### src/rtl/cfd_pkg.sv
`default_nettype none
package cfd_pkg;

	// Result event codes
	localparam logic [2:0] EV_NONE      = 3'd0;
	localparam logic [2:0] EV_OPEN      = 3'd1;
	localparam logic [2:0] EV_APPEND    = 3'd2;
	localparam logic [2:0] EV_DONE      = 3'd3;
	localparam logic [2:0] EV_IGN_END   = 3'd4;
	localparam logic [2:0] EV_NONE_MARK = 3'd5;
	localparam logic [2:0] EV_CUT       = 3'd6;
	localparam logic [2:0] EV_PROTO     = 3'd7;

	// Content kinds
	localparam logic [1:0] KIND_PROC = 2'd0;
	localparam logic [1:0] KIND_LOG  = 2'd1;
	localparam logic [1:0] KIND_CMD  = 2'd2;
	localparam int unsigned NUM_KINDS = 3;

	// Link bytes
	localparam logic [7:0] CH_NUL       = 8'h00;
	localparam logic [7:0] CH_TAB       = 8'h09;
	localparam logic [7:0] CH_LF        = 8'h0A;
	localparam logic [7:0] CH_CR        = 8'h0D;
	localparam logic [7:0] CH_CUT       = 8'h0F;
	localparam logic [7:0] CH_ID_PROC   = 8'h11;
	localparam logic [7:0] CH_ID_LOG    = 8'h12;
	localparam logic [7:0] CH_ID_CMD    = 8'h13;
	localparam logic [7:0] CH_NONE_MARK = 8'h15;
	localparam logic [7:0] CH_END       = 8'h17;
	localparam logic [7:0] CH_ESC       = 8'h1B;
	localparam logic [7:0] CH_PRINT_LO  = 8'h20;
	localparam logic [7:0] CH_PRINT_HI  = 8'h7E;

	// Register map (word index)
	localparam logic REG_REFRESH = 1'b0;

	localparam int unsigned WIDX_W = 12;
	localparam int unsigned CLEN_W = 13;

	typedef enum logic [1:0] {
		PH_WAIT = 2'b01,
		PH_DATA = 2'b10
	} phase_t;

	function automatic logic is_text(input logic [7:0] c);
		return (c >= CH_PRINT_LO && c <= CH_PRINT_HI) ||
			c == CH_ESC || c == CH_TAB || c == CH_CR || c == CH_LF;
	endfunction

endpackage
`default_nettype wire

### src/rtl/content_frame_deframer.sv
`default_nettype none
// Content frame deframer: takes one received link byte per beat, with its millisecond
// timestamp, and returns exactly one result beat per input beat: an event code, the current
// content kind, and for appended text the byte and its write index into a downstream
// fragment buffer (for a completed fragment, its length). The parse is a single pass of
// logic into the result register, so a byte is taken every cycle and its result shows in
// the next cycle; in_ready drops only while backpressure holds a result. FRAGMENT_MAX caps
// each of the three fragments. refresh_interval_ms (APB, byte address 0) rate-filters
// process-tree frames; the user writes it only while idle, not enforced by the block.
module content_frame_deframer #(
	parameter int unsigned FRAGMENT_MAX = 4096
) (
	input  wire logic        clk,
	input  wire logic        arst_n,
	// APB configuration
	input  wire logic        psel,
	input  wire logic        penable,
	input  wire logic        pwrite,
	input  wire logic [2:0]  paddr,
	input  wire logic [31:0] pwdata,
	output logic [31:0]      prdata,
	output logic             pready,
	// input channel
	input  wire logic        in_valid,
	output logic             in_ready,
	input  wire logic [7:0]  rx_byte,
	input  wire logic [31:0] time_ms,
	input  wire logic        resync,
	// result channel
	output logic             out_valid,
	input  wire logic        out_ready,
	output logic [2:0]       event_res,
	output logic [1:0]       content_kind,
	output logic [7:0]       data_byte,
	output logic [cfd_pkg::WIDX_W-1:0] write_index,
	output logic [cfd_pkg::CLEN_W-1:0] content_length,
	output logic             frame_ignored
);
	import cfd_pkg::*;

	localparam int unsigned LEN_W = $clog2(FRAGMENT_MAX + 1);

	logic [31:0]      refresh_q;
	phase_t           phase_q, phase_d;
	logic [1:0]       kind_q, kind_d;
	logic             ignore_q, ignore_d;
	logic [31:0]      tree_time_q, tree_time_d;
	logic [LEN_W-1:0] frag_len_q [NUM_KINDS];

	logic             frag_clr_all;
	logic             frag_wr;
	logic [LEN_W-1:0] frag_wr_val;
	logic [LEN_W-1:0] cur_len;
	logic [31:0]      cur_len_ext;
	logic [31:0]      elapsed;

	logic [2:0]        ev_d;
	logic [7:0]        dbyte_d;
	logic [WIDX_W-1:0] widx_d;
	logic [CLEN_W-1:0] clen_d;
	logic              in_frame;

	logic in_fire;
	logic cfg_wr;

	assign pready = 1'b1;
	assign cfg_wr = psel && penable && pwrite && (paddr[2] == REG_REFRESH);
	assign prdata = (paddr[2] == REG_REFRESH) ? refresh_q : 32'd0;

	always_ff @(posedge clk or negedge arst_n) begin
		if (!arst_n) begin
			refresh_q <= 32'd0;
		end else if (cfg_wr) begin
			refresh_q <= pwdata;
		end
	end

	assign in_ready = !out_valid || out_ready;
	assign in_fire  = in_valid && in_ready;

	assign cur_len     = frag_len_q[kind_q];
	assign cur_len_ext = 32'(cur_len);
	assign elapsed     = time_ms - tree_time_q;

	always_comb begin
		phase_d      = phase_q;
		kind_d       = kind_q;
		ignore_d     = ignore_q;
		tree_time_d  = tree_time_q;
		frag_clr_all = 1'b0;
		frag_wr      = 1'b0;
		frag_wr_val  = '0;
		ev_d         = EV_NONE;
		dbyte_d      = 8'd0;
		widx_d       = '0;
		clen_d       = '0;
		in_frame     = 1'b0;
		if (resync) begin
			frag_clr_all = 1'b1;
			phase_d      = PH_WAIT;
		end else begin
			unique case (phase_q)
				PH_WAIT: begin
					if (rx_byte == CH_NONE_MARK) begin
						ev_d = EV_NONE_MARK;
					end else if (rx_byte == CH_ID_PROC || rx_byte == CH_ID_LOG ||
						rx_byte == CH_ID_CMD) begin
						kind_d   = rx_byte[1:0] - 2'd1;
						ignore_d = 1'b0;
						if (rx_byte == CH_ID_PROC) begin
							if (elapsed > refresh_q) begin
								tree_time_d = time_ms;
							end else begin
								ignore_d = 1'b1;
							end
						end
						phase_d  = PH_DATA;
						in_frame = 1'b1;
						ev_d     = EV_OPEN;
					end
				end
				PH_DATA: begin
					in_frame = 1'b1;
					priority if (rx_byte == CH_CUT) begin
						phase_d = PH_WAIT;
						ev_d    = EV_CUT;
					end else if (rx_byte == CH_END) begin
						if (!ignore_q) begin
							clen_d  = cur_len_ext[CLEN_W-1:0];
							frag_wr = 1'b1;
							ev_d    = EV_DONE;
						end else begin
							ev_d = EV_IGN_END;
						end
						phase_d = PH_WAIT;
					end else if (rx_byte == CH_NUL) begin
						ev_d = EV_NONE;
					end else if (is_text(rx_byte)) begin
						if (!ignore_q && cur_len < LEN_W'(FRAGMENT_MAX)) begin
							widx_d      = cur_len_ext[WIDX_W-1:0];
							dbyte_d     = rx_byte;
							frag_wr     = 1'b1;
							frag_wr_val = cur_len + LEN_W'(1);
							ev_d        = EV_APPEND;
						end
					end else begin
						// discard the fragment of an accepted frame
						frag_wr = !ignore_q;
						phase_d = PH_WAIT;
						ev_d    = EV_PROTO;
					end
				end
				default: begin
					phase_d = PH_WAIT;
				end
			endcase
		end
	end

	always_ff @(posedge clk or negedge arst_n) begin
		if (!arst_n) begin
			phase_q     <= PH_WAIT;
			kind_q      <= KIND_PROC;
			ignore_q    <= 1'b0;
			tree_time_q <= 32'd0;
			for (int i = 0; i < NUM_KINDS; i++) begin
				frag_len_q[i] <= '0;
			end
		end else if (in_fire) begin
			phase_q     <= phase_d;
			kind_q      <= kind_d;
			ignore_q    <= ignore_d;
			tree_time_q <= tree_time_d;
			for (int i = 0; i < NUM_KINDS; i++) begin
				if (frag_clr_all) begin
					frag_len_q[i] <= '0;
				end else if (frag_wr && kind_q == 2'(i)) begin
					frag_len_q[i] <= frag_wr_val;
				end
			end
		end
	end

	always_ff @(posedge clk or negedge arst_n) begin
		if (!arst_n) begin
			out_valid <= 1'b0;
		end else if (in_ready) begin
			out_valid <= in_valid;
		end
	end

	// hold the result while the consumer stalls
	always_ff @(posedge clk) begin
		if (in_fire) begin
			event_res      <= ev_d;
			content_kind   <= kind_d;
			data_byte      <= dbyte_d;
			write_index    <= widx_d;
			content_length <= clen_d;
			frame_ignored  <= in_frame && ignore_d;
		end
	end

endmodule
`default_nettype wire

### config.mk
export PLATFORM = sky130hd
export DESIGN_NAME = content_frame_deframer
export DESIGN_NICKNAME = d
export VERILOG_FILES = /design/src/rtl/cfd_pkg.sv /design/src/rtl/content_frame_deframer.sv
export SDC_FILE = /design/constraint.sdc
export NUM_CORES = 1
export LEC_CHECK = 0
export BUFFER_PORTS_ARGS = -buffer_cell sky130_fd_sc_hd__buf_2
export CAP_MARGIN = 20
export CORE_MARGIN = 4
export CORE_UTILIZATION = 51
export DETAILED_ROUTE_END_ITERATION = 16
export PLACE_DENSITY = 0.7
export SKIP_LAST_GASP = 1
export SLEW_MARGIN = 10
export SYNTH_ARGS = -nofsm -noshare
export SYNTH_HDL_FRONTEND = slang
export SYNTH_SLANG_ARGS = --single-unit
### constraint.sdc
create_clock -name clk -period 12.1 [get_ports clk]
set_clock_uncertainty 0.15 [all_clocks]
set_input_delay 0.605 -clock clk [delete_from_list [all_inputs] [get_ports clk]]
set_output_delay 0.605 -clock clk [all_outputs]
set_load 0.05 [all_outputs]
==> impl_metrics.yaml <==
run_status:
  outcome: "finished, final reports clean"
placed_design:
  dpl-instance-area_mm2: 0.0103
  place_inst: 1268
  portBuffers: 153
  dpl.hpwl_um: 15400
  gp_congestion: 0.864
die:
  ioPinCount: 157
  initial_core_util: 0.520
  core-area_mm2: 0.0180
  fp.dieW_um: 143
  dieArea_mm2: 0.0206
  row_count: 49
  die_h_um: 143
final_layout:
  multi_input_area_mm2: 0.00496
  final_nets: 1212
  drive_above_1_share: 0.283
  register_area_mm2: 0.00390
  fin_area_mm2: 0.0109
  fillers: 1548
  antennaDiodeCount: 0
  area_delta_synth_final_pct: 16.3
  finalNonFillerCells: 1300
synth:
  synth_most_common_cell: "dfrtp_1"
  ys.flop_type: "dfrtp_1"
  synthTopCellsByArea: "dfrtp_1, edfxtp_1, ha_1"
  synth.avg_cell_area_um2: 10.2
  synth_enable_flop_cells: 39
  seq_area_frac_synth: 0.417
  postSynthCellCount: 916
  synthesis.nets: 1070
  async_flop_share: 0.736
  yosys.area.top_type_share: 0.289
  synth.distinct_cells: 68
  synth_commonest_cells: "dfrtp_1, nor2_1, inv_1"
  yosysWarnings: 0
  synth_area_mm2: 0.00935
  ys_ff_latch: 148
  synth_top_cell_by_area: "dfrtp_1"
global_routing:
  first_global_vias: 7162
  grtUsageTotal: 0.208
  grt_max_degree: 58
  grt_pass1_wl_um: 34600
  antenna_found_initial: 1
  overflow: 0
sta:
  rsz0062_at_grt: "no"
  slew_violations: 0
  final-hold-violation-count: 0
  fin_setup_tns_ps: 0
  timing.final.crit_period_ps: 5520
  max_slew.worst_pin.slew_ps: 936
  fmax_mhz: 181
  setup_viol_count_final: 0
  slew_headroom: 0.376
  fin_crit_sh: 0.457
clocking:
  cts_tree: "built"
  htreeDepth: 4
  cts_buffers: 17
  post_cts_buffers: 0
  cts.sinks: 148
  root_buffer: "clkbuf_16"
  hold_buffers: 0
  cts_resized: 0
  clockBufferDepth: 2
  path_clk_slew_ps: 60
  clk_latency_ps: 430
routing:
  drt-initial-drc-count: 527
  top_layer_used: "met5"
  routed-wl-met2_um: 9800
  vias: 7109
  drc_errors: 0
  dr_wl_met3_um: 1420
  drt_pass1_iterations: 4
  post_drt_via_cell_ratio: 5.47
  wire_per_inst_um: 16.0
  wl_um: 20800
  ant_nets: 0
  route.layer.met1.wl_um: 9330
worst_setup_path:
  startpoint_type: "flop"
  endpoint_kind: "flop"
  worstPathArrival_ps: 5690
  critPathMaxFanout: 29
  required_ps: 12260
  critPathKind: "flop to flop"
power_and_ir_drop:
  vdd_drop_max_mv: 0.103
  p_leak_nw: 5.11
  power_density_mw_per_mm2: 134
run:
  drv_cap: 0
worst_hold_path:
  hold_class: "primary input to async pin"
==> per-stage QoR <==
step	hold slack, ps	total power, mW	utilization	setup slack [ps]
after floorplan	159	0.831	-	7200
after global placement	337	0.917	0.571	6210
after detailed placement	341	0.927	0.572	6150
after CTS	76.9	1.47	0.605	6540
after global routing	105	1.54	0.605	6200
final	43.0	1.46	0.605	6580
==> power breakdown <==
part           total (mW)  switching, mW  internal [mW]
Sequential          0.569         0.0189          0.550
Combinational       0.349          0.228          0.122
Clock               0.540          0.216          0.323
Total                1.46          0.463          0.995
==> cell families after synthesis <==
family,after synthesis,share of synthesized area
fa+ha+maj,71,0.0959
mux,118,0.152
compound gates,169,0.117
other cells,2,0.000804
xor+xnor,32,0.0300
flops,148,0.417
buf+inv,117,0.0517
simple gates,259,0.135
==> registers in the layout (all words and copies together) (netlist names) <==
signal and cells:
out_valid 1, data_byte 8, frame_ignored 1, content_kind 2, content_length 13, refresh_q 32, write_index 12, ignore_q 1
event_res 3, frag_len_q 39, tree_time_q 32, kind_q 2, phase_q 2
==> path summary, 6_finish.rpt <==
check	slack [ps]	depth (start not counted)	start	endpoint
setup / recovery	6580	19	tree_time_q[0]	tree_time_q[1]
hold / removal	40	1	arst_n	refresh_q[6]
setup reg to reg	6580	19	tree_time_q[0]	tree_time_q[1]
hold reg to reg	350	1	frag_len_q[28]	frag_len_q[28]
max in group asynchronous	10530	2	arst_n	tree_time_q[19]
min in group clk	240	2	in_valid	out_valid
==> layer usage <==
| metal | GRT usage | up-vias |
|---|---|---|
| li1 | - | 3529 |
| met1 | 0.276 | 3337 |
| met2 | 0.340 | 225 |
| met3 | 0.0562 | 16 |
| met4 | 0.0565 | 2 |
| met5 | 0 | - |
==> critical path: stages, from the launching register on <==
cell and delay, ps:
dfrtp_1 350, ha_1 160, inv_1 60, fa_1 400, a21o_1 210, nand4_1 130, a211oi_1 90, or3b_2 550
o211ai_1 350, and4b_1 250, nor3_1 60, ha_1 290, nand3_1 90, or3_1 410, or3_1 440, nor2b_1 130
a31oi_1 100, o21ai_4 270, buf_4 510, mux2_2 400
==> cell usage in the layout (no fill, tap or decap), types with 13 or more instances in the layout <==
cell type and instances:
ha_1 70, dfrtp_1 108, nor2_1 100, a21oi_1 56, buf_2 152, nor3_1 14, nand3_1 20, a21o_1 20
mux2_2 73, nand2_1 42, mux2i_1 15, inv_1 79, clkbuf_16 17, edfxtp_1 39, a31oi_1 13, o21ai_0 27
nand4_1 16, mux2_4 30, xnor2_1 20
==> cell type report <==
type	instances	share of cell area
tap	229	0.0264
clock inverter	13	0.0144
sequential	148	0.359
timing repair buffer	161	0.0766
multi-input combinational	651	0.457
inverter	79	0.0273
clock buffer	19	0.0398
Note: power is estimated with default switching activity, not from simulation.
